--- src/rtl/core/kel_pkg.sv ---
package kel_pkg;

    // fixed-point constants of the curve fit
    localparam logic [31:0] LOGC_RED_Q16 = 32'd21607136;
    localparam logic [21:0] EXP_RED_Q24  = 22'd2234805;
    localparam logic [31:0] LOGC_GRN_Q16 = 32'd18882375;
    localparam logic [21:0] EXP_GRN_Q24  = 22'd1266929;
    localparam logic [30:0] K_GRN_Q24    = 31'd1156753918;
    localparam logic [24:0] OFF_GRN_Q16  = 25'd10559132;
    localparam logic [30:0] K_BLU_Q24    = 31'd1610833773;
    localparam logic [24:0] OFF_BLU_Q16  = 25'd19991416;

    // reciprocal of 25 scaled by 2^32, rounded up
    localparam logic [27:0] RECIP_25     = 28'd171798692;

    // region limits in kelvin
    localparam logic [15:0] KELVIN_66    = 16'd6600;
    localparam logic [15:0] KELVIN_19    = 16'd1900;
    localparam logic [15:0] KELVIN_1     = 16'd100;

    // offsets of x in Q.8
    localparam logic [17:0] X_60         = 18'd15360;
    localparam logic [17:0] X_10         = 18'd2560;

    localparam int KEL_FIFO_DEPTH        = 2;

    // log2 as Q.16, used only to build constants
    function automatic logic [19:0] log2_q16(input logic [63:0] v, input int fb);
        int             p;
        int             i;
        logic [63:0]    m;
        logic [127:0]   sq;
        logic [15:0]    fr;
        p  = 0;
        fr = '0;
        for (i = 0; i < 64; i++)
        begin
            if (v[i])
                p = i;
        end
        if (v == 64'd0 || p < fb)
            return 20'd0;
        if (p >= 30)
            m = v >> (p - 30);
        else
            m = v << (30 - p);
        for (i = 0; i < 16; i++)
        begin
            sq = 128'(m) * 128'(m);
            m  = sq[93:30];
            fr = {fr[14:0], 1'b0};
            if (m >= 64'h8000_0000)
            begin
                m     = m >> 1;
                fr[0] = 1'b1;
            end
        end
        return 20'((p - fb) << 16) | 20'(fr);
    endfunction

    typedef logic [255:0][19:0] lut_t;

    function automatic lut_t make_lut();
        lut_t lut;
        int   n;
        for (n = 0; n < 256; n++)
            lut[n] = log2_q16(64'(n), 0);
        return lut;
    endfunction

    localparam lut_t        LOG_LUT = make_lut();
    localparam logic [19:0] LC_RED  = log2_q16(64'(LOGC_RED_Q16), 16);
    localparam logic [19:0] LC_GRN  = log2_q16(64'(LOGC_GRN_Q16), 16);

    // region flags of one word
    typedef struct packed {
        logic hi;      // above 6600 K: power curves for red and green
        logic bsat;    // at or above 6600 K: blue saturates
        logic bzero;   // at or below 1900 K: blue is off
        logic gzero;   // below 100 K: green is off
    } cls_t;

    // word passed from front to back
    typedef struct packed {
        logic [17:0] va;   // x or x-60, into the shared log unit
        logic [17:0] vb;   // x-10, into the blue log unit
        cls_t        cls;
    } word_t;

endpackage

--- src/rtl/core/kel_front.sv ---
module kel_front
    import kel_pkg::*;
(
    input  logic  clk,
    input  logic  rst_n,
    input  logic  take,
    input  logic  [15:0] kelvin,
    output logic  push,
    output word_t word
);

    logic        valid_reg;
    logic [43:0] prod_reg;
    cls_t        cls_reg;
    logic [17:0] x;

    // valid flag
    always_ff @(posedge clk or negedge rst_n)
    begin
        if (!rst_n)
            valid_reg <= 1'b0;
        else
            valid_reg <= take;
    end

    // scale by 64/25 and classify the region
    always_ff @(posedge clk)
    begin
        if (take)
        begin
            prod_reg      <= 44'(kelvin) * 44'(RECIP_25);
            cls_reg.hi    <= kelvin > KELVIN_66;
            cls_reg.bsat  <= kelvin >= KELVIN_66;
            cls_reg.bzero <= kelvin <= KELVIN_19;
            cls_reg.gzero <= kelvin < KELVIN_1;
        end
    end

    // x in Q.8 and the log operands
    always_comb
    begin
        x        = prod_reg[43:26];
        word.va  = cls_reg.hi ? x - X_60 : x;
        word.vb  = x - X_10;
        word.cls = cls_reg;
        push     = valid_reg;
    end

endmodule

--- config.mk ---
export PLATFORM = sky130hd
export DESIGN_NAME = kel_front
export DESIGN_NICKNAME = d
export VERILOG_FILES = /design/src/rtl/core/kel_pkg.sv /design/src/rtl/core/kel_front.sv
export SDC_FILE = /design/constraint.sdc
export NUM_CORES = 1
export LEC_CHECK = 0
export BUFFER_PORTS_ARGS = -buffer_cell sky130_fd_sc_hd__clkbuf_2
export CORE_MARGIN = 5
export CORE_UTILIZATION = 42
export CTS_CLUSTER_SIZE = 24
export DETAILED_ROUTE_END_ITERATION = 8
export PLACE_DENSITY = 0.7
export SLEW_MARGIN = 30
export SYNTH_ARGS = -nofsm -noshare
export SYNTH_HDL_FRONTEND = slang
export SYNTH_SLANG_ARGS = --single-unit
--- constraint.sdc ---
create_clock -name clk -period 4.81 [get_ports clk]
set_clock_uncertainty 0.05 [all_clocks]
set_input_delay 0.962 -clock clk [delete_from_list [all_inputs] [get_ports clk]]
set_output_delay 0.962 -clock clk [all_outputs]
set_load 0.02 [all_outputs]
Word level (Yosys, flattened, before mapping):

Index checks and enable logic that the tools add are counted.

* register bits: 47
* input port bits: 19
* output and inout port bits: 41
* word-level logic and storage cells: 14

* $add $sub $neg: 2
* multipliers: 1
* order comparisons: 4
* multiplexer cells: 1

Operators with widths (count)
* multiplier 16 x 26 -> 42 bit, second input constant: 1
* two-way mux 18 bit: 1
* subtractor 18 x 12 -> 18 bit, second input constant: 1
* subtractor 18 x 14 -> 18 bit, second input constant: 1
* >= comparator 16 x 13 -> 1 bit, second input constant: 1
* greater-than comparator 16 x 13 -> 1 bit, second input constant: 1
* <= comparator 16 x 11 -> 1 bit, second input constant: 1
* less-than comparator 16 x 7 -> 1 bit, second input constant: 1

Depth between registers and ports, before layout:

Gate-level depths: netlist of the first run.

* depth after elaboration: 2
* mapped depth: 21
* mapped depth without buffers: 21

Worst setup path before layout of the first run:

OpenSTA, ideal clock, no wires.

* path kind: in2reg
* from: input kelvin[4]
* to: register prod_reg[41], data pin
* setup time: 0.260 ns
* arrival: 5.721 ns
* data required time: 4.500 ns
* path slack: -1.221 ns
* stages on the path: 18
* buffers on the path: 0
* cell sequence: inv_1 -> fa_1 -> fa_1 -> inv_1 -> fa_1 -> fa_1 -> fa_1 -> inv_1 -> fa_1 -> inv_1 -> ha_1 -> and4_1 -> o211ai_1 -> nor3_2 -> o211ai_2 -> a31oi_1 -> o32ai_2 -> xnor2_1

* word-level cells in the longest chain between the ends: 1

RTL lines
* start, declared: RTL line kel_front.sv:7 `input logic [15:0] kelvin,`
* multiplier 16 x 26 -> 42 bit: RTL line kel_front.sv:31 `prod_reg <= 44'(kelvin) * 44'(RECIP_25);`
* end signal, assigned: RTL line kel_front.sv:31
* end, declared: RTL line kel_front.sv:13 `logic [43:0] prod_reg;`

Every way passes these cells.
A chain may end at the register's enable or synchronous reset.

Worst setup path in the final report of the first run:

* from: input kelvin[4]
* to: register prod_reg[40], data pin

Same word-level chain as after synthesis.

==> impl_metrics.csv, run 1 <==
group,metric,value,unit
grt,antenna_found_initial,0,
job,cap_violations,0,
worst_setup_path,crit_required,4.78,ns
routing,route.detailed.drc,0,
timing,fin_crit,5.88,ns
yosys,netlist_instances,782,
die,io_pins,60,
grt,grt_first_pass_wirelength,31300,µm
routing,drt-pass1-iter-count,4,
cells_and_area,largest_register_ffs,18,
yosys,ys_seq_area_share,8.99,%
clock_network,cts_sinks,23,
yosys,avgSynthCellArea,9.75,µm²
timing,hold_viol,0,
routing,viasPerCell,4.90,
worst_setup_path,slowest_stage,"fa_2",
cells_and_area,regArea,686,µm²
cells_and_area,multi_input_area,6480,µm²
die,initial_core_util,42.6,%
grt,grt_max_degree,24,
worst_setup_path,crit_family,"adder cells",
clock_network,clockBufferDepth,2,
die,die_area,20900,µm²
cells_and_area,area_delta_synth_final,32.5,%
clock_network,cts_tree,"done",
min_path,hp-class,"input port to async pin",
placement,place.gp.congestion,0.957,
die,core-area,17900,µm²
worst_setup_path,crit_type,"input port to flip-flop",
timing,setup_slack,-1.07,ns
placement,dpl.hpwl,17600,µm
die,rows,49,
routing,antenna_left,0,
yosys,synth_fp_nets,1099,
yosys,async_flop_share,4.35,%
routing,wirelength,20000,µm
worst_setup_path,critPathCaptureType,"flip-flop",
yosys,syn_area,7620,µm²
cells_and_area,most-common-layout-cells,"inv_1, buf_4, ha_1",
outcome,violations,"negative setup slack",
worst_setup_path,path_buf_inv,7,
yosys,synthFlopType,"edfxtp_1",
clock_network,clkTransAtPathRegs,0.07,ns
cells_and_area,fin_area,10100,µm²
grt,overflow,0,
die,die_h,145,µm
worst_setup_path,cpPeakStageDelay,0.55,ns
worst_setup_path,crit_chain,"buf_8 > clkinvlp_4 > fa_2 > fa_2 > inv_2 > fa_1 > fa_2 > fa_1 > inv_1 > fa_1 > inv_2 > ha_4 > and4_1 > o211ai_1 > buf_4 > nor3_4 > buf_6 > o211ai_4 > nand2_2 > o41ai_4 > xnor2_1",
timing,final-max-slew-violation-count,0,
timing,fin_crit_sh,122,%
worst_setup_path,cp_max_fo,3,
yosys,ys_warn_count,0,
timing,tightest_slew,0.647,ns
cells_and_area,fill_cells,1483,
cells_and_area,final_common_cell,"inv_1",
timing,setup_violations,18,
placement,post-place-ws,-1.41,ns
routing,wl_per_cell,16.4,µm
grt,grt.total_usage,19.3,%
cells_and_area,num_antenna_cells,0,
timing,fmax,170,MHz
clock_network,clockRootBuffer,"clkbuf_16",
placement,portBuffers,59,
yosys,synth_seq_cells,23,
outcome,status,"finished, violations left",
routing,vias,5991,
clock_network,htreeDepth,1,
cells_and_area,fin_nets,1312,
die,die_x,145,µm
timing,setup-tns-final,-16.46,ns
placement,placed_area,9370,µm²
yosys,synth_edf_count,22,
worst_setup_path,cp_data_arrival_time,5.85,ns
grt,grt_pass1_vias,6233,
cells_and_area,drive_gt1_share,35.1,%
timing,rsz0062_at_grt,"true",
yosys,synth_cell_types,43,
clock_network,numCtsBuffers,3,
clock_network,ctsHoldBuffers,0,
routing,first_iter_violations,253,
worst_setup_path,start_kind,"input port",
timing,slew_headroom,56.9,%
[routing by layer]
layer	GRT usage, %	routed length [µm]	up-vias
met5	0	0	-
li1	-	-	2873
met3	2.99	1110	20
met2	32.4	9830	170
met4	5.01	381	0
met1	26.2	8700	2928
[worst max path at each step]
stage / slack, ns / to / start / cells after the start
after CTS: -1.03 / prod_reg[35]$_DFFE_PP_ / kelvin[4] / 22
after global routing: -1.22 / prod_reg[40]$_DFFE_PP_ / kelvin[3] / 21
after detailed placement: -1.41 / prod_reg[43]$_DFFE_PP_ / kelvin[3] / 21
after floorplan: -0.91 / prod_reg[43]$_DFFE_PP_ / kelvin[4] / 18
after global placement: -1.33 / prod_reg[43]$_DFFE_PP_ / kelvin[3] / 21
final: -1.07 / prod_reg[40]$_DFFE_PP_ / kelvin[4] / 21
[logic make-up (layout without fill, tap and decap cells)]
family | Yosys count | after routing | synth area share, %
adder cells (fa/ha/maj) | 298 | 298 | 60.8
buffers and inverters | 253 | 465 | 13.4
AND/OR/NAND/NOR | 94 | 94 | 6.04
AO/OA/AOI/OAI | 83 | 83 | 7.17
XOR/XNOR | 30 | 30 | 3.45
flip-flops | 23 | 23 | 8.99
multiplexers | 1 | 1 | 0.131
[final cells by class]
| type | instances | area share (%) |
|---|---|---|
| inverters | 229 | 8.58 |
| multi-input cells | 506 | 64.1 |
| flip-flops and latches | 23 | 6.78 |
| well taps | 229 | 2.84 |
| repair buffers | 232 | 16.9 |
| clock buffers | 3 | 0.743 |
| clock inverters | 1 | 0.0743 |
[per-stage QoR]
step | hold slack, ns | cells | utilization [%]
finish | 0.404 | 1223 | 56.5
global route | 0.393 | 1223 | 56.5
CTS | 0.401 | 1207 | 54.3
detailed placement | 0.688 | 1195 | 52.4
global placement | 0.687 | 1195 | 52.4
floorplan | 0.616 | 782 | -
[what timing repair did]
item / 4_1_cts / 5_1_grt
endpoints found under the setup margin: 18 / 18
setup buffers: 8 / 19
pin swaps: 40 / 38
resized for setup: 48 / 69
[Yosys cell counts (3+ instances only)]
| library cell | n | area, µm² |
|---|---|---|
| a211oi_1 | 4 | 30.0 |
| a21o_1 | 12 | 90.1 |
| a21oi_1 | 25 | 125 |
| a31oi_1 | 5 | 31.3 |
| buf_4 | 19 | 143 |
| clkbuf_1 | 4 | 15.0 |
| edfxtp_1 | 22 | 661 |
| fa_1 | 121 | 2420 |
| ha_1 | 177 | 2210 |
| inv_1 | 229 | 860 |
| nand2_1 | 28 | 105 |
| nand2b_1 | 4 | 25.0 |
| nand3_1 | 8 | 40.0 |
| nand4_1 | 10 | 62.6 |
| nor2_1 | 18 | 67.6 |
| nor3_1 | 13 | 65.1 |
| nor4_1 | 3 | 18.8 |
| o21a_1 | 4 | 30.0 |
| o21ai_0 | 15 | 75.1 |
| o21ai_1 | 3 | 15.0 |
| o21bai_1 | 3 | 22.5 |
| xnor2_1 | 18 | 158 |
| xor2_1 | 12 | 105 |
Power of run 1 is not shown: default switching activity piles up to over one toggle a cycle in this logic, so the estimate is an artifact.
==> run 2: changes to the inputs <==
Settings changed: CORE_MARGIN 5 to 8.
==> impl_metrics.csv, run 2 (synthesized netlist as in run 1, its figures left out) <==
group,metric,value,unit
grt,gr-usage-met1,23.0,%
cells_and_area,most-common-layout-cells,"inv_1, ha_1, buf_4",
worst_setup_path,cpPeakStageDelay,0.54,ns
placement,post-place-ws,-1.41,ns
worst_setup_path,crit_required,4.78,ns
timing,setup_violations,18,
job,cap_violations,0,
routing,antenna_left,0,
worst_setup_path,cp_data_arrival_time,5.89,ns
clock_network,clockRootBuffer,"clkbuf_16",
routing,vias,5858,
timing,holdWs,0.407,ns
cells_and_area,largest_register_ffs,18,
grt,antenna_found_initial,0,
cells_and_area,drive_gt1_share,33.1,%
grt,busiest_layer,"met2",
worst_setup_path,start_kind,"input port",
timing,fmax,169,MHz
cells_and_area,final_common_cell,"inv_1",
placement,portBuffers,59,
routing,route.detailed.drc,0,
timing,final-max-slew-violation-count,0,
routing,first_iter_violations,295,
grt,grt_pass1_vias,6120,
cells_and_area,fin_nets,1296,
die,die_area,22700,µm²
timing,rsz0062_at_grt,"true",
die,core-area,17900,µm²
timing,slew_headroom,55.6,%
cells_and_area,num_antenna_cells,0,
clock_network,htreeDepth,1,
outcome,status,"finished, violations left",
die,die_h,151,µm
grt,overflow,0,
worst_setup_path,critPathCaptureType,"flip-flop",
die,initial_core_util,42.6,%
worst_setup_path,slowest_stage,"fa_2",
timing,hold_viol,0,
routing,wirelength,20000,µm
worst_setup_path,cp_max_fo,4,
timing,fin_crit,5.93,ns
worst_setup_path,crit_type,"input port to flip-flop",
timing,setup_slack,-1.12,ns
placement,place.gp.congestion,0.978,
clock_network,ctsHoldBuffers,0,
min_path,hp-class,"input port to async pin",
routing,viasPerCell,4.85,
timing,setup-tns-final,-17.52,ns
clock_network,numCtsBuffers,3,
die,die_x,151,µm
grt,grt.total_usage,17.6,%
grt,grt_max_degree,24,
clock_network,cts_sinks,23,
cells_and_area,area_delta_synth_final,30.7,%
timing,tightest_slew,0.667,ns
routing,wl_per_cell,16.6,µm
clock_network,cts_tree,"done",
outcome,violations,"negative setup slack",
grt,use_met3,3.01,%
routing,drt-pass1-iter-count,5,
placement,dpl.hpwl,17400,µm
die,rows,49,
clock_network,clkTransAtPathRegs,0.07,ns
clock_network,clockBufferDepth,2,
worst_setup_path,crit_chain,"buf_8 > clkinvlp_4 > fa_2 > fa_2 > inv_2 > fa_1 > fa_2 > fa_1 > inv_2 > fa_1 > inv_2 > ha_4 > and4_1 > o211ai_1 > buf_4 > nor3_4 > buf_6 > o211ai_4 > a31oi_4 > o32ai_2 > xnor2_1",
grt,grt_first_pass_wirelength,30800,µm
timing,fin_crit_sh,123,%
die,io_pins,60,
cells_and_area,fill_cells,1529,
grt,grt_use_met2,28.8,%
-- run 2: cell count changes in the layout (fill, tap and decap cells not counted), moves of 3 or more --
cell,previous run,this run
buf_4,160,146
fa_1,103,109
fa_2,18,12
a21oi_2,12,8
ha_1,155,159
ha_4,21,17
a21oi_4,0,3
clkbuf_4,1,4
-- run 2: worst max-delay path by stage --
| stage | slack, ns | start | end |
|---|---|---|---|
| final | -1.12 | kelvin[4] | prod_reg[41]$_DFFE_PP_ |
| after CTS | -1.08 | kelvin[4] | prod_reg[41]$_DFFE_PP_ |
| after floorplan | -0.91 | kelvin[4] | prod_reg[43]$_DFFE_PP_ |
| after global placement | -1.34 | kelvin[4] | prod_reg[43]$_DFFE_PP_ |
| after detailed placement | -1.41 | kelvin[5] | prod_reg[40]$_DFFE_PP_ |
| after global routing | -1.26 | kelvin[4] | prod_reg[36]$_DFFE_PP_ |
-- run 2: critical path, delay by kind of cell --
| family | cells | cell delay [ns] |
|---|---|---|
| compound gates | 4 | 0.74 |
| buf+inv | 7 | 0.62 |
| xor+xnor | 1 | 0.10 |
| fa+ha+maj | 7 | 3.26 |
| simple gates | 2 | 0.20 |
-- run 2: cell type report --
type / instances / area (µm²) / area share [%]
multi-input combinational: 506 / 6480 / 65.1
tap: 229 / 287 / 2.87
clock inverter: 1 / 7.51 / 0.0753
sequential: 23 / 686 / 6.88
clock buffer: 3 / 75.1 / 0.753
timing repair buffer: 216 / 1560 / 15.7
inverter: 229 / 867 / 8.70
-- run 2: timing repair --
action | CTS | global route
gates resized for setup | 29 | 84
endpoints found under the setup margin | 18 | 18
pin swaps | 40 | 52
setup buffers | 5 | 14
-- run 2: through the flow --
| stage | cells | utilization (%) | instance area (µm²) |
|---|---|---|---|
| final | 1207 | 55.7 | 9970 |
| after floorplan | 782 | - | 7810 |
| after global routing | 1207 | 55.7 | 9970 |
| after CTS | 1195 | 53.2 | 9530 |
| after detailed placement | 1186 | 51.9 | 9290 |
| after global placement | 1186 | 51.9 | 9290 |
-- run 2: metal layers --
metal	wire, µm	vias up	share of wire (%)
met3	1390	26	6.9
met2	9580	161	48
met5	0	-	0
li1	-	2846	-
met1	8520	2825	43
met4	530	0	2.6
Power of run 2 is left out for the same reason.
