--- src/rtl/core/kel_pkg.sv ---
package kel_pkg;

    // fixed-point constants of the curve fit
    localparam logic [31:0] LOGC_RED_Q16 = 32'd21607136;
    localparam logic [21:0] EXP_RED_Q24  = 22'd2234805;
    localparam logic [31:0] LOGC_GRN_Q16 = 32'd18882375;
    localparam logic [21:0] EXP_GRN_Q24  = 22'd1266929;
    localparam logic [30:0] K_GRN_Q24    = 31'd1156753918;
    localparam logic [24:0] OFF_GRN_Q16  = 25'd10559132;
    localparam logic [30:0] K_BLU_Q24    = 31'd1610833773;
    localparam logic [24:0] OFF_BLU_Q16  = 25'd19991416;

    // reciprocal of 25 scaled by 2^32, rounded up
    localparam logic [27:0] RECIP_25     = 28'd171798692;

    // region limits in kelvin
    localparam logic [15:0] KELVIN_66    = 16'd6600;
    localparam logic [15:0] KELVIN_19    = 16'd1900;
    localparam logic [15:0] KELVIN_1     = 16'd100;

    // offsets of x in Q.8
    localparam logic [17:0] X_60         = 18'd15360;
    localparam logic [17:0] X_10         = 18'd2560;

    localparam int KEL_FIFO_DEPTH        = 2;

    // log2 as Q.16, used only to build constants
    function automatic logic [19:0] log2_q16(input logic [63:0] v, input int fb);
        int             p;
        int             i;
        logic [63:0]    m;
        logic [127:0]   sq;
        logic [15:0]    fr;
        p  = 0;
        fr = '0;
        for (i = 0; i < 64; i++)
        begin
            if (v[i])
                p = i;
        end
        if (v == 64'd0 || p < fb)
            return 20'd0;
        if (p >= 30)
            m = v >> (p - 30);
        else
            m = v << (30 - p);
        for (i = 0; i < 16; i++)
        begin
            sq = 128'(m) * 128'(m);
            m  = sq[93:30];
            fr = {fr[14:0], 1'b0};
            if (m >= 64'h8000_0000)
            begin
                m     = m >> 1;
                fr[0] = 1'b1;
            end
        end
        return 20'((p - fb) << 16) | 20'(fr);
    endfunction

    typedef logic [255:0][19:0] lut_t;

    function automatic lut_t make_lut();
        lut_t lut;
        int   n;
        for (n = 0; n < 256; n++)
            lut[n] = log2_q16(64'(n), 0);
        return lut;
    endfunction

    localparam lut_t        LOG_LUT = make_lut();
    localparam logic [19:0] LC_RED  = log2_q16(64'(LOGC_RED_Q16), 16);
    localparam logic [19:0] LC_GRN  = log2_q16(64'(LOGC_GRN_Q16), 16);

    // region flags of one word
    typedef struct packed {
        logic hi;      // above 6600 K: power curves for red and green
        logic bsat;    // at or above 6600 K: blue saturates
        logic bzero;   // at or below 1900 K: blue is off
        logic gzero;   // below 100 K: green is off
    } cls_t;

    // word passed from front to back
    typedef struct packed {
        logic [17:0] va;   // x or x-60, into the shared log unit
        logic [17:0] vb;   // x-10, into the blue log unit
        cls_t        cls;
    } word_t;

endpackage

--- src/rtl/core/kel_fifo.sv ---
module kel_fifo
    import kel_pkg::*;
#(
    parameter int DEPTH = KEL_FIFO_DEPTH
)
(
    input  logic  clk,
    input  logic  rst_n,
    input  logic  push,
    input  word_t wdata,
    output logic  full,
    output logic  pop,
    output word_t rdata
);

    localparam int PW = $clog2(DEPTH);
    localparam int CW = $clog2(DEPTH + 1);

    word_t             mem [DEPTH];
    logic [PW-1:0]     wr_reg;
    logic [PW-1:0]     rd_reg;
    logic [CW-1:0]     cnt_reg;
    logic              wr_en;

    // back end drains a word every cycle while the queue holds one
    assign pop   = cnt_reg != '0;
    assign full  = cnt_reg == CW'(DEPTH);
    assign wr_en = push && (!full || pop);
    assign rdata = mem[rd_reg];

    // storage
    always_ff @(posedge clk)
    begin
        if (wr_en)
            mem[wr_reg] <= wdata;
    end

    // pointers and fill count
    always_ff @(posedge clk or negedge rst_n)
    begin
        if (!rst_n)
        begin
            wr_reg  <= '0;
            rd_reg  <= '0;
            cnt_reg <= '0;
        end
        else
        begin
            if (wr_en)
                wr_reg <= (wr_reg == PW'(DEPTH - 1)) ? '0 : wr_reg + 1'b1;
            if (pop)
                rd_reg <= (rd_reg == PW'(DEPTH - 1)) ? '0 : rd_reg + 1'b1;
            if (wr_en && !pop)
                cnt_reg <= cnt_reg + 1'b1;
            else if (!wr_en && pop)
                cnt_reg <= cnt_reg - 1'b1;
        end
    end

endmodule

--- config.mk ---
export PLATFORM = sky130hd
export DESIGN_NAME = kel_fifo
export DESIGN_NICKNAME = d
export VERILOG_FILES = /design/src/rtl/core/kel_pkg.sv /design/src/rtl/core/kel_fifo.sv
export SDC_FILE = /design/constraint.sdc
export NUM_CORES = 1
export LEC_CHECK = 0
export BUFFER_PORTS_ARGS = -buffer_cell sky130_fd_sc_hd__buf_2
export CORE_ASPECT_RATIO = 1.25
export CORE_UTILIZATION = 30
export CTS_BUF_LIST = sky130_fd_sc_hd__clkbuf_8
export DETAILED_ROUTE_END_ITERATION = 6
export GPL_ROUTABILITY_DRIVEN = 1
export PLACE_DENSITY_LB_ADDON = 0.1
export SETUP_SLACK_MARGIN = 0.15
export SYNTH_ARGS = -nofsm -noshare
export SYNTH_HDL_FRONTEND = slang
export SYNTH_SLANG_ARGS = --single-unit
--- constraint.sdc ---
create_clock -name clk -period 3.5 [get_ports clk]
set_clock_uncertainty 0.2 [all_clocks]
set_input_delay 0.525 -clock clk [delete_from_list [all_inputs] [get_ports clk]]
set_output_delay 0.525 -clock clk [all_outputs]
set_load 0.005 [all_outputs]
# ---- After elaboration in Yosys (flattened, before gate mapping)
# Memories as Yosys holds them, arrays and structs flattened.
# Cells that the tools add are included.
dict set report op_classes {
  addsub 4
  n_mul 0
  div 0
  magnitude_cmp 0
  n_eq_ne 1
  shifts 0
  muxes 6
  bitwise 0
  n_reduce_logical 9
}
# cell n
set ops {}
lappend ops {{2-to-1 mux 1 bit} 4}
lappend ops {{2-to-1 mux 2 bit} 2}
lappend ops {{nonzero test 2 bit} 2}
lappend ops {{logical AND 1 bit} 3}
lappend ops {{logical NOT 1 bit} 3}
lappend ops {{adder 1 bit, second input constant} 2}
lappend ops {{adder 2 x 1 -> 2 bit, second input constant} 1}
lappend ops {{== test 2 bit, second input constant} 1}
lappend ops {{subtractor 2 x 1 -> 2 bit, second input constant} 1}
lappend ops {{logical OR 1 bit} 1}
dict set report totals {
  reg_bits 4
  latch_bits 0
  mem_bits_rw 80
  mem_bits_ro 0
  inputBits 43
  out_inout_bits 42
  word_cells 24
  n_memories 1
}
# memory words word_bits rd rd_ports_with_merged_regs write_ports line
set mem_list {}
lappend mem_list {mem 2 40 1 0 1 kel_fifo.sv:19} ;# word_t mem [DEPTH];

# ---- Logic depth before layout (Yosys ltp)
# Gate-level depths: netlist (run 1).
dict set report logic_depth {
  word_depth 8
  mapped_depth 5
}

# ---- Least setup slack after synthesis (run 1)
# OpenSTA, ideal clock, no wires.
dict set report synth_path {
  path_kind {input to register}
  startpoint {input port push}
  endpoint {memory mem[0][0] (netlist bit), enable pin}
  setup_ps 442
  arrival_ps 2314
  required_time_ps 2858
  setup_slack_ps 544
  path_stages 1
  n_path_buf 0
  path_cell_list {nor2b_1}
}
dict set report synth_between {
  elab_chain_len 3
}
# element line
set synth_rtl {}
lappend synth_rtl {{start: declaration} kel_fifo.sv:9} ;# input logic push,
lappend synth_rtl {{logical AND 1 bit} kel_fifo.sv:28} ;# assign wr_en = push && (!full || pop);
lappend synth_rtl {{2-to-1 mux 1 bit} kel_fifo.sv:34} ;# if (wr_en)
lappend synth_rtl {{2-to-1 mux 1 bit (implied by the code)} kel_fifo.sv:35} ;# mem[wr_reg] <= wdata;
lappend synth_rtl {{end: declaration} kel_fifo.sv:19}
# Every way passes these cells.

==> metrics.md, run 1 <==
| Metric | Value |
|---|---|
| Outcome | `finished, final reports clean` |
| Crit path max fanout | `21` |
| Worst-Skew Late Latency | `between 0.3 and 0.4 ns` |
| Initial antenna violation count | `0` |
| Worst r2r src | `wr_reg$_DFFE_PN0N_` |
| Crit-path slowest cell | `dfrtp_2` |
| Layout cells sized above 1 | `between 50% and 60%` |
| Initial DRC Count | `68` |
| Initial Util | `30.9%` |
| 1st-pass router iterations | `4` |
| Placement Setup Slack | `1.18 ns` |
| Reg area | `roughly 2500 sq um` |
| Gr usage total | `a little over a tenth` |
| Layout area overhead | `22.5%` |
| Crit path DAT | `1.93 ns` |
| Post-CTS Setup Inserts | `0` |
| CTS tree | `yes` |
| Delay-heaviest family, CP | `flip-flops` |
| Synthesized area per cell | `23.1 sq um` |
| Routed vias/inst | `4.24` |
| HP Start | `wdata[14]` |
| Routability Congestion | `0.616` |
| Max cap viols | `0` |
| Num rows | `42` |
| DR WL/cell | `15.0 microns` |
| Post-CTS sizing | `0` |
| Largest net degree at the start of global routing | `24` |
| Root buf cell | `clkbuf_8` |
| Worst hold path class | `primary input to register` |
| Post-DP HPWL | `~3800 microns` |
| Cell area after synthesis | `3280 sq um` |
| Max Slew Vio Count | `0` |
| Port Buffer Count | `84` |
| Hold-fix buffers, CTS | `1` |
| WP depth | `3` |
| Achievable Freq | `377 MHz` |
| Kind of critical path | `register to output port` |
| Fillers | `around 1000` |
| Reg power frac | `48.6%` |
| Core box area | `10600 sq um` |
| Clock sink count | `84` |
| Clock Power Share | `20.7%` |
| Sw Share | `26.9%` |
| Critical Path Source Type | `register` |
| Min cycle time layout | `2.65 ns` |
| DRT antenna net count | `0` |
| P_int | `0.00221 W` |
| Final Hold Vio Count | `0` |
| R2R cell count | `2` |
| Syn_nets | `between 150 and 200` |
| Slew @ Worst Pin | `approximately 0.70 ns` |
| Slew HR | `53.4%` |
| DR vias | `around 1600` |
| Vias in the first global route | `1690` |
| Leak | `1.63 nW` |
| P_sw | `0.000813 W` |
| Gr ovfl total | `0` |
| Die width | `roughly 96 microns` |
| Period utilization | `roughly three quarters` |
| RSZ-0062 raised after global routing | `false` |
| Worst vdd rail ir drop | `0.382 mV` |
| Buffers & Inverters on Critical Path | `2` |
| Routed wire length | `5590 microns` |
| CTS buffer count | `9` |
| Min setup slack post-route | `0.847 ns` |
| Mapped Cells | `between 100 and 150` |
| Nets@finish | `280` |
| CTS Buffer Depth | `2` |
| Die height | `119 microns` |
| Area of the multi-input gates | `688 sq um` |
| Critical Path Max Stage Delay | `0.83 ns` |
| Sum Neg Setup Slack | `0 ns` |
| Ant diodes | `0` |
| Cells along the critical path | `buf_12, mux2_4, buf_2` |
| First-pass GRT wire length | `roughly 8600 microns` |
| Max FFs per register | `80` |
| DRC Markers | `0` |
| Synthesis Warnings | `0` |
| #FFs+latches synth | `84` |
| Synth unique cells | `14` |
| PD cells | `752 nW/um^2` |
| Worst Setup EP | `rdata[6]` |
| IO Pins | `85` |
| Reg clk slew, reported paths | `0.08 ns` |
| Die ar. | `roughly 11000 sq um` |
| R2r endpoint | `mem[1][7]$_DFFE_PP_` |
| H-tree depth | `3` |
| Seq/Total Area, Yosys | `76.3%` |
| Crit path from | `rd_reg$_DFFE_PN0N_` |
| WP data required | `2.77 ns` |
| CP Capture Type | `output port` |
| Logic pwr share | `30.7%` |
| Reg2Reg Setup Slack | `between 1.5 and 2 ns` |
| Final setup fails | `0` |
==> synth_stat cells, drive strengths merged <==
master,instances,share of area [%]
dfrtp,4,3.1
buf,5,2.8
edfxtp,80,73
nor2,2,0.23
xor2,3,0.80
nor2b,2,0.38
mux2,40,18
and2,1,0.19
inv,1,0.11
xnor2,2,0.53
clkbuf,1,0.11
ha,1,0.38
==> cells by family (layout without fill, tap and decap cells) <==
| family | Yosys count | count (layout) | synth area share, % |
|---|---|---|---|
| XOR/XNOR | 5 | 5 | 1.34 |
| flip-flops | 84 | 84 | 76.3 |
| AND/OR/NAND/NOR | 5 | 5 | 0.801 |
| buffers and inverters | 7 | 105 | 3.01 |
| multiplexers | 40 | 40 | 18.2 |
| adder cells (fa/ha/maj) | 1 | 1 | 0.381 |
==> worst min path at each step <==
stage,slack (ns),depth (start not counted),end
2_1_floorplan,0.03,0,cnt_reg[0]$_DFFE_PN0P_
3_3_place_gp,0.14,1,cnt_reg[1]$_DFFE_PN0P_
3_5_place_dp,0.14,1,cnt_reg[1]$_DFFE_PN0P_
4_1_cts,0.14,1,mem[1][35]$_DFFE_PP_
5_1_grt,0.14,1,mem[0][12]$_DFFE_PP_
6_report,0.16,1,mem[0][14]$_DFFE_PP_
==> metal layers <==
| layer | track usage [%] | vias to the layer above | wire length, microns |
|---|---|---|---|
| met5 | 0 | - | 0 |
| met4 | 7.28 | 0 | 146 |
| met3 | 2.68 | 10 | 336 |
| met2 | 18.3 | 50 | 2950 |
| met1 | 11.5 | 783 | 2160 |
| li1 | - | 735 | - |
==> final cells by class <==
cell class                 count  area share [%]
sequential                    84            62.3
multi-input combinational     51            17.1
timing repair buffer          89            12.1
tap                          132            4.11
clock buffer                   9            3.08
clock inverter                 6            1.24
inverter                       1          0.0934
==> power by group through the flow <==
| stage | registers, W | logic, W | clock network [W] |
|---|---|---|---|
| floorplan | 0.00141 | 0.000749 | 0 |
| global placement | 0.00149 | 0.000955 | 0 |
| detailed placement | 0.00150 | 0.000953 | 0 |
| CTS | 0.00148 | 0.000956 | 0.000650 |
| global route | 0.00149 | 0.00102 | 0.000692 |
| finish | 0.00147 | 0.000929 | 0.000626 |
==> layout by cell type, fill, tap and decap left out, types with 2 or more instances in the layout <==
cell,synthesis,final
buf_4,0,2
inv_1,1,4
edfxtp_1,80,80
clkbuf_8,0,9
dfrtp_1,4,3
xor2_1,3,3
mux2_4,39,39
buf_2,0,84
buf_12,4,2
nor2_1,2,2
xnor2_1,2,2
==> stage by stage <==
| step | util [%] | std cells | hold WS, ns | power, W | cell area [sq um] |
|---|---|---|---|---|---|
| floorplan | - | 142 | 0.0294 | 0.00216 | 3280 |
| global placement | 36.1 | 356 | 0.140 | 0.00245 | 3840 |
| detailed placement | 36.1 | 356 | 0.137 | 0.00245 | 3840 |
| CTS | 37.9 | 372 | 0.140 | 0.00308 | 4020 |
| global route | 37.9 | 372 | 0.145 | 0.00320 | 4020 |
| finish | 37.9 | 372 | 0.165 | 0.00302 | 4020 |
(Power assumes the default switching activity.)
==> run 2: changes to the inputs <==
clock period = 2.3 ns   (was 3.5 ns; I/O delays follow)
==> run 2 against run 1 <==
Net effect:
- register-to-register slack worse by 0.91 ns
- largest cell class unchanged
- sequential share of layout area decreased by 5.4 points
- via count increased by 8.5%
- sequential cell count unchanged
- worst setup slack worse by 0.57 ns
- final area rose by 9.5%
- sequential power is 46% higher
- clock power up 33%
- count of clock-buffer cells in the layout stayed put
- core utilization is 3.6 points higher
==> metrics.md, run 2 (synthesis results as in run 1) <==
| Metric | Value |
|---|---|
| DRT antenna net count | `0 (unchanged)` |
| Initial antenna violation count | `0 (unchanged)` |
| Clock sink count | `84 (unchanged)` |
| Die height | `119 microns (unchanged)` |
| Reg2Reg Setup Slack | `0.77 ns (was 1.68 ns)` |
| Slew HR | `78.7% (was 53.4%)` |
| Sum Neg Setup Slack | `0 ns (unchanged)` |
| CTS buffer count | `9 (unchanged)` |
| Crit path DAT | `1.48 ns (was 1.93 ns)` |
| Die ar. | `11400 sq um (unchanged)` |
| Sw Share | `27.3% (was 26.9%)` |
| Routed wire length | `5830 microns (was 5590 microns)` |
| Crit-path slowest cell | `dfrtp_2 (unchanged)` |
| Nets@finish | `322 (was 280)` |
| CTS Buffer Depth | `2 (unchanged)` |
| Worst r2r src | `cnt_reg[0]$_DFFE_PN0P_ (was wr_reg$_DFFE_PN0N_)` |
| Final Hold Vio Count | `0 (unchanged)` |
| HP Start | `push (was wdata[14])` |
| Critical Path Max Stage Delay | `0.38 ns (was 0.83 ns)` |
| Period utilization | `approximately 90%` |
| Post-DP HPWL | `3760 microns (about the same)` |
| Port Buffer Count | `84 (unchanged)` |
| Gr ovfl total | `0 (unchanged)` |
| Largest net degree at the start of global routing | `27 (was 24)` |
| Routability Congestion | `0.631 (was 0.616)` |
| Min cycle time layout | `roughly 2 ns` |
| Slew @ Worst Pin | `0.320 ns (was 0.699 ns)` |
| Max Slew Vio Count | `0 (unchanged)` |
| Fillers | `993 (was 1020)` |
| Hold depth | `2 (was 1)` |
| Kind of critical path | `register to output port (unchanged)` |
| Worst vdd rail ir drop | `0.414 mV (was 0.382 mV)` |
| Die width | `95.5 microns (unchanged)` |
| WP depth | `3 (unchanged)` |
| Clock Power Share | `18.3% (was 20.7%)` |
| Core box area | `10600 sq um (unchanged)` |
| R2R cell count | `5 (was 2)` |
| Max FFs per register | `80 (unchanged)` |
| First-pass GRT wire length | `8800 microns (was 8630 microns)` |
| Layout cells sized above 1 | `50.5% (was 59.2%)` |
| Reg clk slew, reported paths | `0.07 ns (was 0.08 ns)` |
| Logic pwr share | `34.6% (was 30.7%)` |
| Area of the multi-input gates | `688 sq um (unchanged)` |
| Initial DRC Count | `38 (was 68)` |
| Worst hold path class | `primary input to register (unchanged)` |
| Vias in the first global route | `1780 (was 1690)` |
| Routed length on met2 | `3150 microns (was 2950 microns)` |
| 1st-pass router iterations | `4 (unchanged)` |
| Final core utilization | `41.5% (was 37.9%)` |
| Final setup fails | `0 (unchanged)` |
| Most common cell after layout, fill and taps aside | `buf_2 (unchanged)` |
| DRC Markers | `0 (unchanged)` |
| Hold-fix buffers, CTS | `41 (was 1)` |
| Cells along the critical path | `buf_4, mux2_4, buf_2 (was buf_12, mux2_4, buf_2)` |
| Outcome | `finished, final reports clean (unchanged)` |
| P_sw | `0.00124 W (was 0.000813 W)` |
| Routed vias/inst | `4.13 (was 4.24)` |
| DR WL/cell | `14.0 microns (was 15.0 microns)` |
| Leak | `1.79 nW (was 1.63 nW)` |
| Reg area | `2500 sq um (unchanged)` |
| Buffers & Inverters on Critical Path | `2 (unchanged)` |
| Crit path max fanout | `15 (was 21)` |
| Achievable Freq | `495 MHz` |
| Post-CTS sizing | `0 (unchanged)` |
| Root buf cell | `clkbuf_8 (unchanged)` |
| Post-CTS Setup Inserts | `0 (unchanged)` |
| R2r endpoint | `cnt_reg[1]$_DFFE_PN0P_ (was mem[1][7]$_DFFE_PP_)` |
| Ant diodes | `0 (unchanged)` |
| P_int | `0.00330 W (was 0.00221 W)` |
| IO Pins | `85 (unchanged)` |
| PD cells | `1030 nW/um^2 (was 752 nW/um^2)` |
| Initial Util | `30.9% (unchanged)` |
| Gr usage total | `10.9% (was 10.8%)` |
| Num rows | `42 (unchanged)` |
| Most frequent cells in the layout | `buf_2, edfxtp_1, dlygate4sd3_1 (was buf_2, edfxtp_1, mux2_4)` |
| Critical Path Source Type | `register (unchanged)` |
| Met3 wire len | `306 microns (was 336 microns)` |
| Worst-Skew Late Latency | `0.34 ns (about the same)` |
| DR vias | `1712 (was 1578)` |
| RSZ-0062 raised after global routing | `false (unchanged)` |
| Top sig layer | `met4 (unchanged)` |
| H-tree depth | `3 (unchanged)` |
| Max cap viols | `0 (unchanged)` |
| Layout area overhead | `34.1% (was 22.5%)` |
| WP data required | `1.75 ns (was 2.77 ns)` |
| CTS tree | `yes (unchanged)` |
| Delay-heaviest family, CP | `buffers and inverters (was flip-flops)` |
| Reg power frac | `47.1% (was 48.6%)` |
| CP Capture Type | `output port (unchanged)` |
| Worst Hold Path EP | `wr_reg$_DFFE_PN0N_ (was mem[0][14]$_DFFE_PP_)` |
| Metal1 wirelength | `2280 microns (was 2160 microns)` |
[run 2: layout make-up]
cell class	count	area share, %
clock buffers	9	2.81
repair buffers	131	20.2
clock inverters	7	0.626
well taps	132	3.75
flip-flops and latches	84	56.9
inverters	1	0.0853
multi-input cells	51	15.6
[run 2: power groups by stage]
stage	clock network, W	logic, W	registers, W
final	0.000830	0.00157	0.00214
after global routing	0.000937	0.00172	0.00217
after CTS	0.000877	0.00163	0.00214
after detailed placement	0	0.00157	0.00218
after global placement	0	0.00156	0.00217
after floorplan	0	0.00114	0.00215
[run 2: per-stage QoR]
| step | hold WS (ns) | area, sq um | std cells | power [W] | setup slack, ns |
|---|---|---|---|---|---|
| after floorplan | -0.151 | 3280 | 142 | 0.00329 | 0.227 |
| after global placement | -0.0384 | 3840 | 358 | 0.00374 | 0.620 |
| after detailed placement | -0.0453 | 3840 | 358 | 0.00374 | 0.621 |
| after CTS | 0.0184 | 4400 | 415 | 0.00465 | 0.226 |
| after global routing | 0.0591 | 4400 | 415 | 0.00483 | 0.196 |
| final | 0.0470 | 4400 | 415 | 0.00454 | 0.280 |
[run 2: per-layer routing]
layer	global-route usage, %	vias to the layer above
met5	0	-
met4	5.60	0
met1	11.7	839
met3	3.45	8
li1	-	817
met2	18.9	48
[run 2: worst max path at each step]
stage                  startpoint  slack, ns             endpoint
6_report       rd_reg$_DFFE_PN0N_       0.28            rdata[31]
3_5_place_dp   rd_reg$_DFFE_PN0N_       0.62            rdata[10]
5_1_grt        rd_reg$_DFFE_PN0N_       0.20             rdata[9]
3_3_place_gp   rd_reg$_DFFE_PN0N_       0.62             rdata[9]
2_1_floorplan  wr_reg$_DFFE_PN0N_       0.23  mem[0][0]$_DFFE_PP_
4_1_cts        rd_reg$_DFFE_PN0N_       0.23            rdata[10]
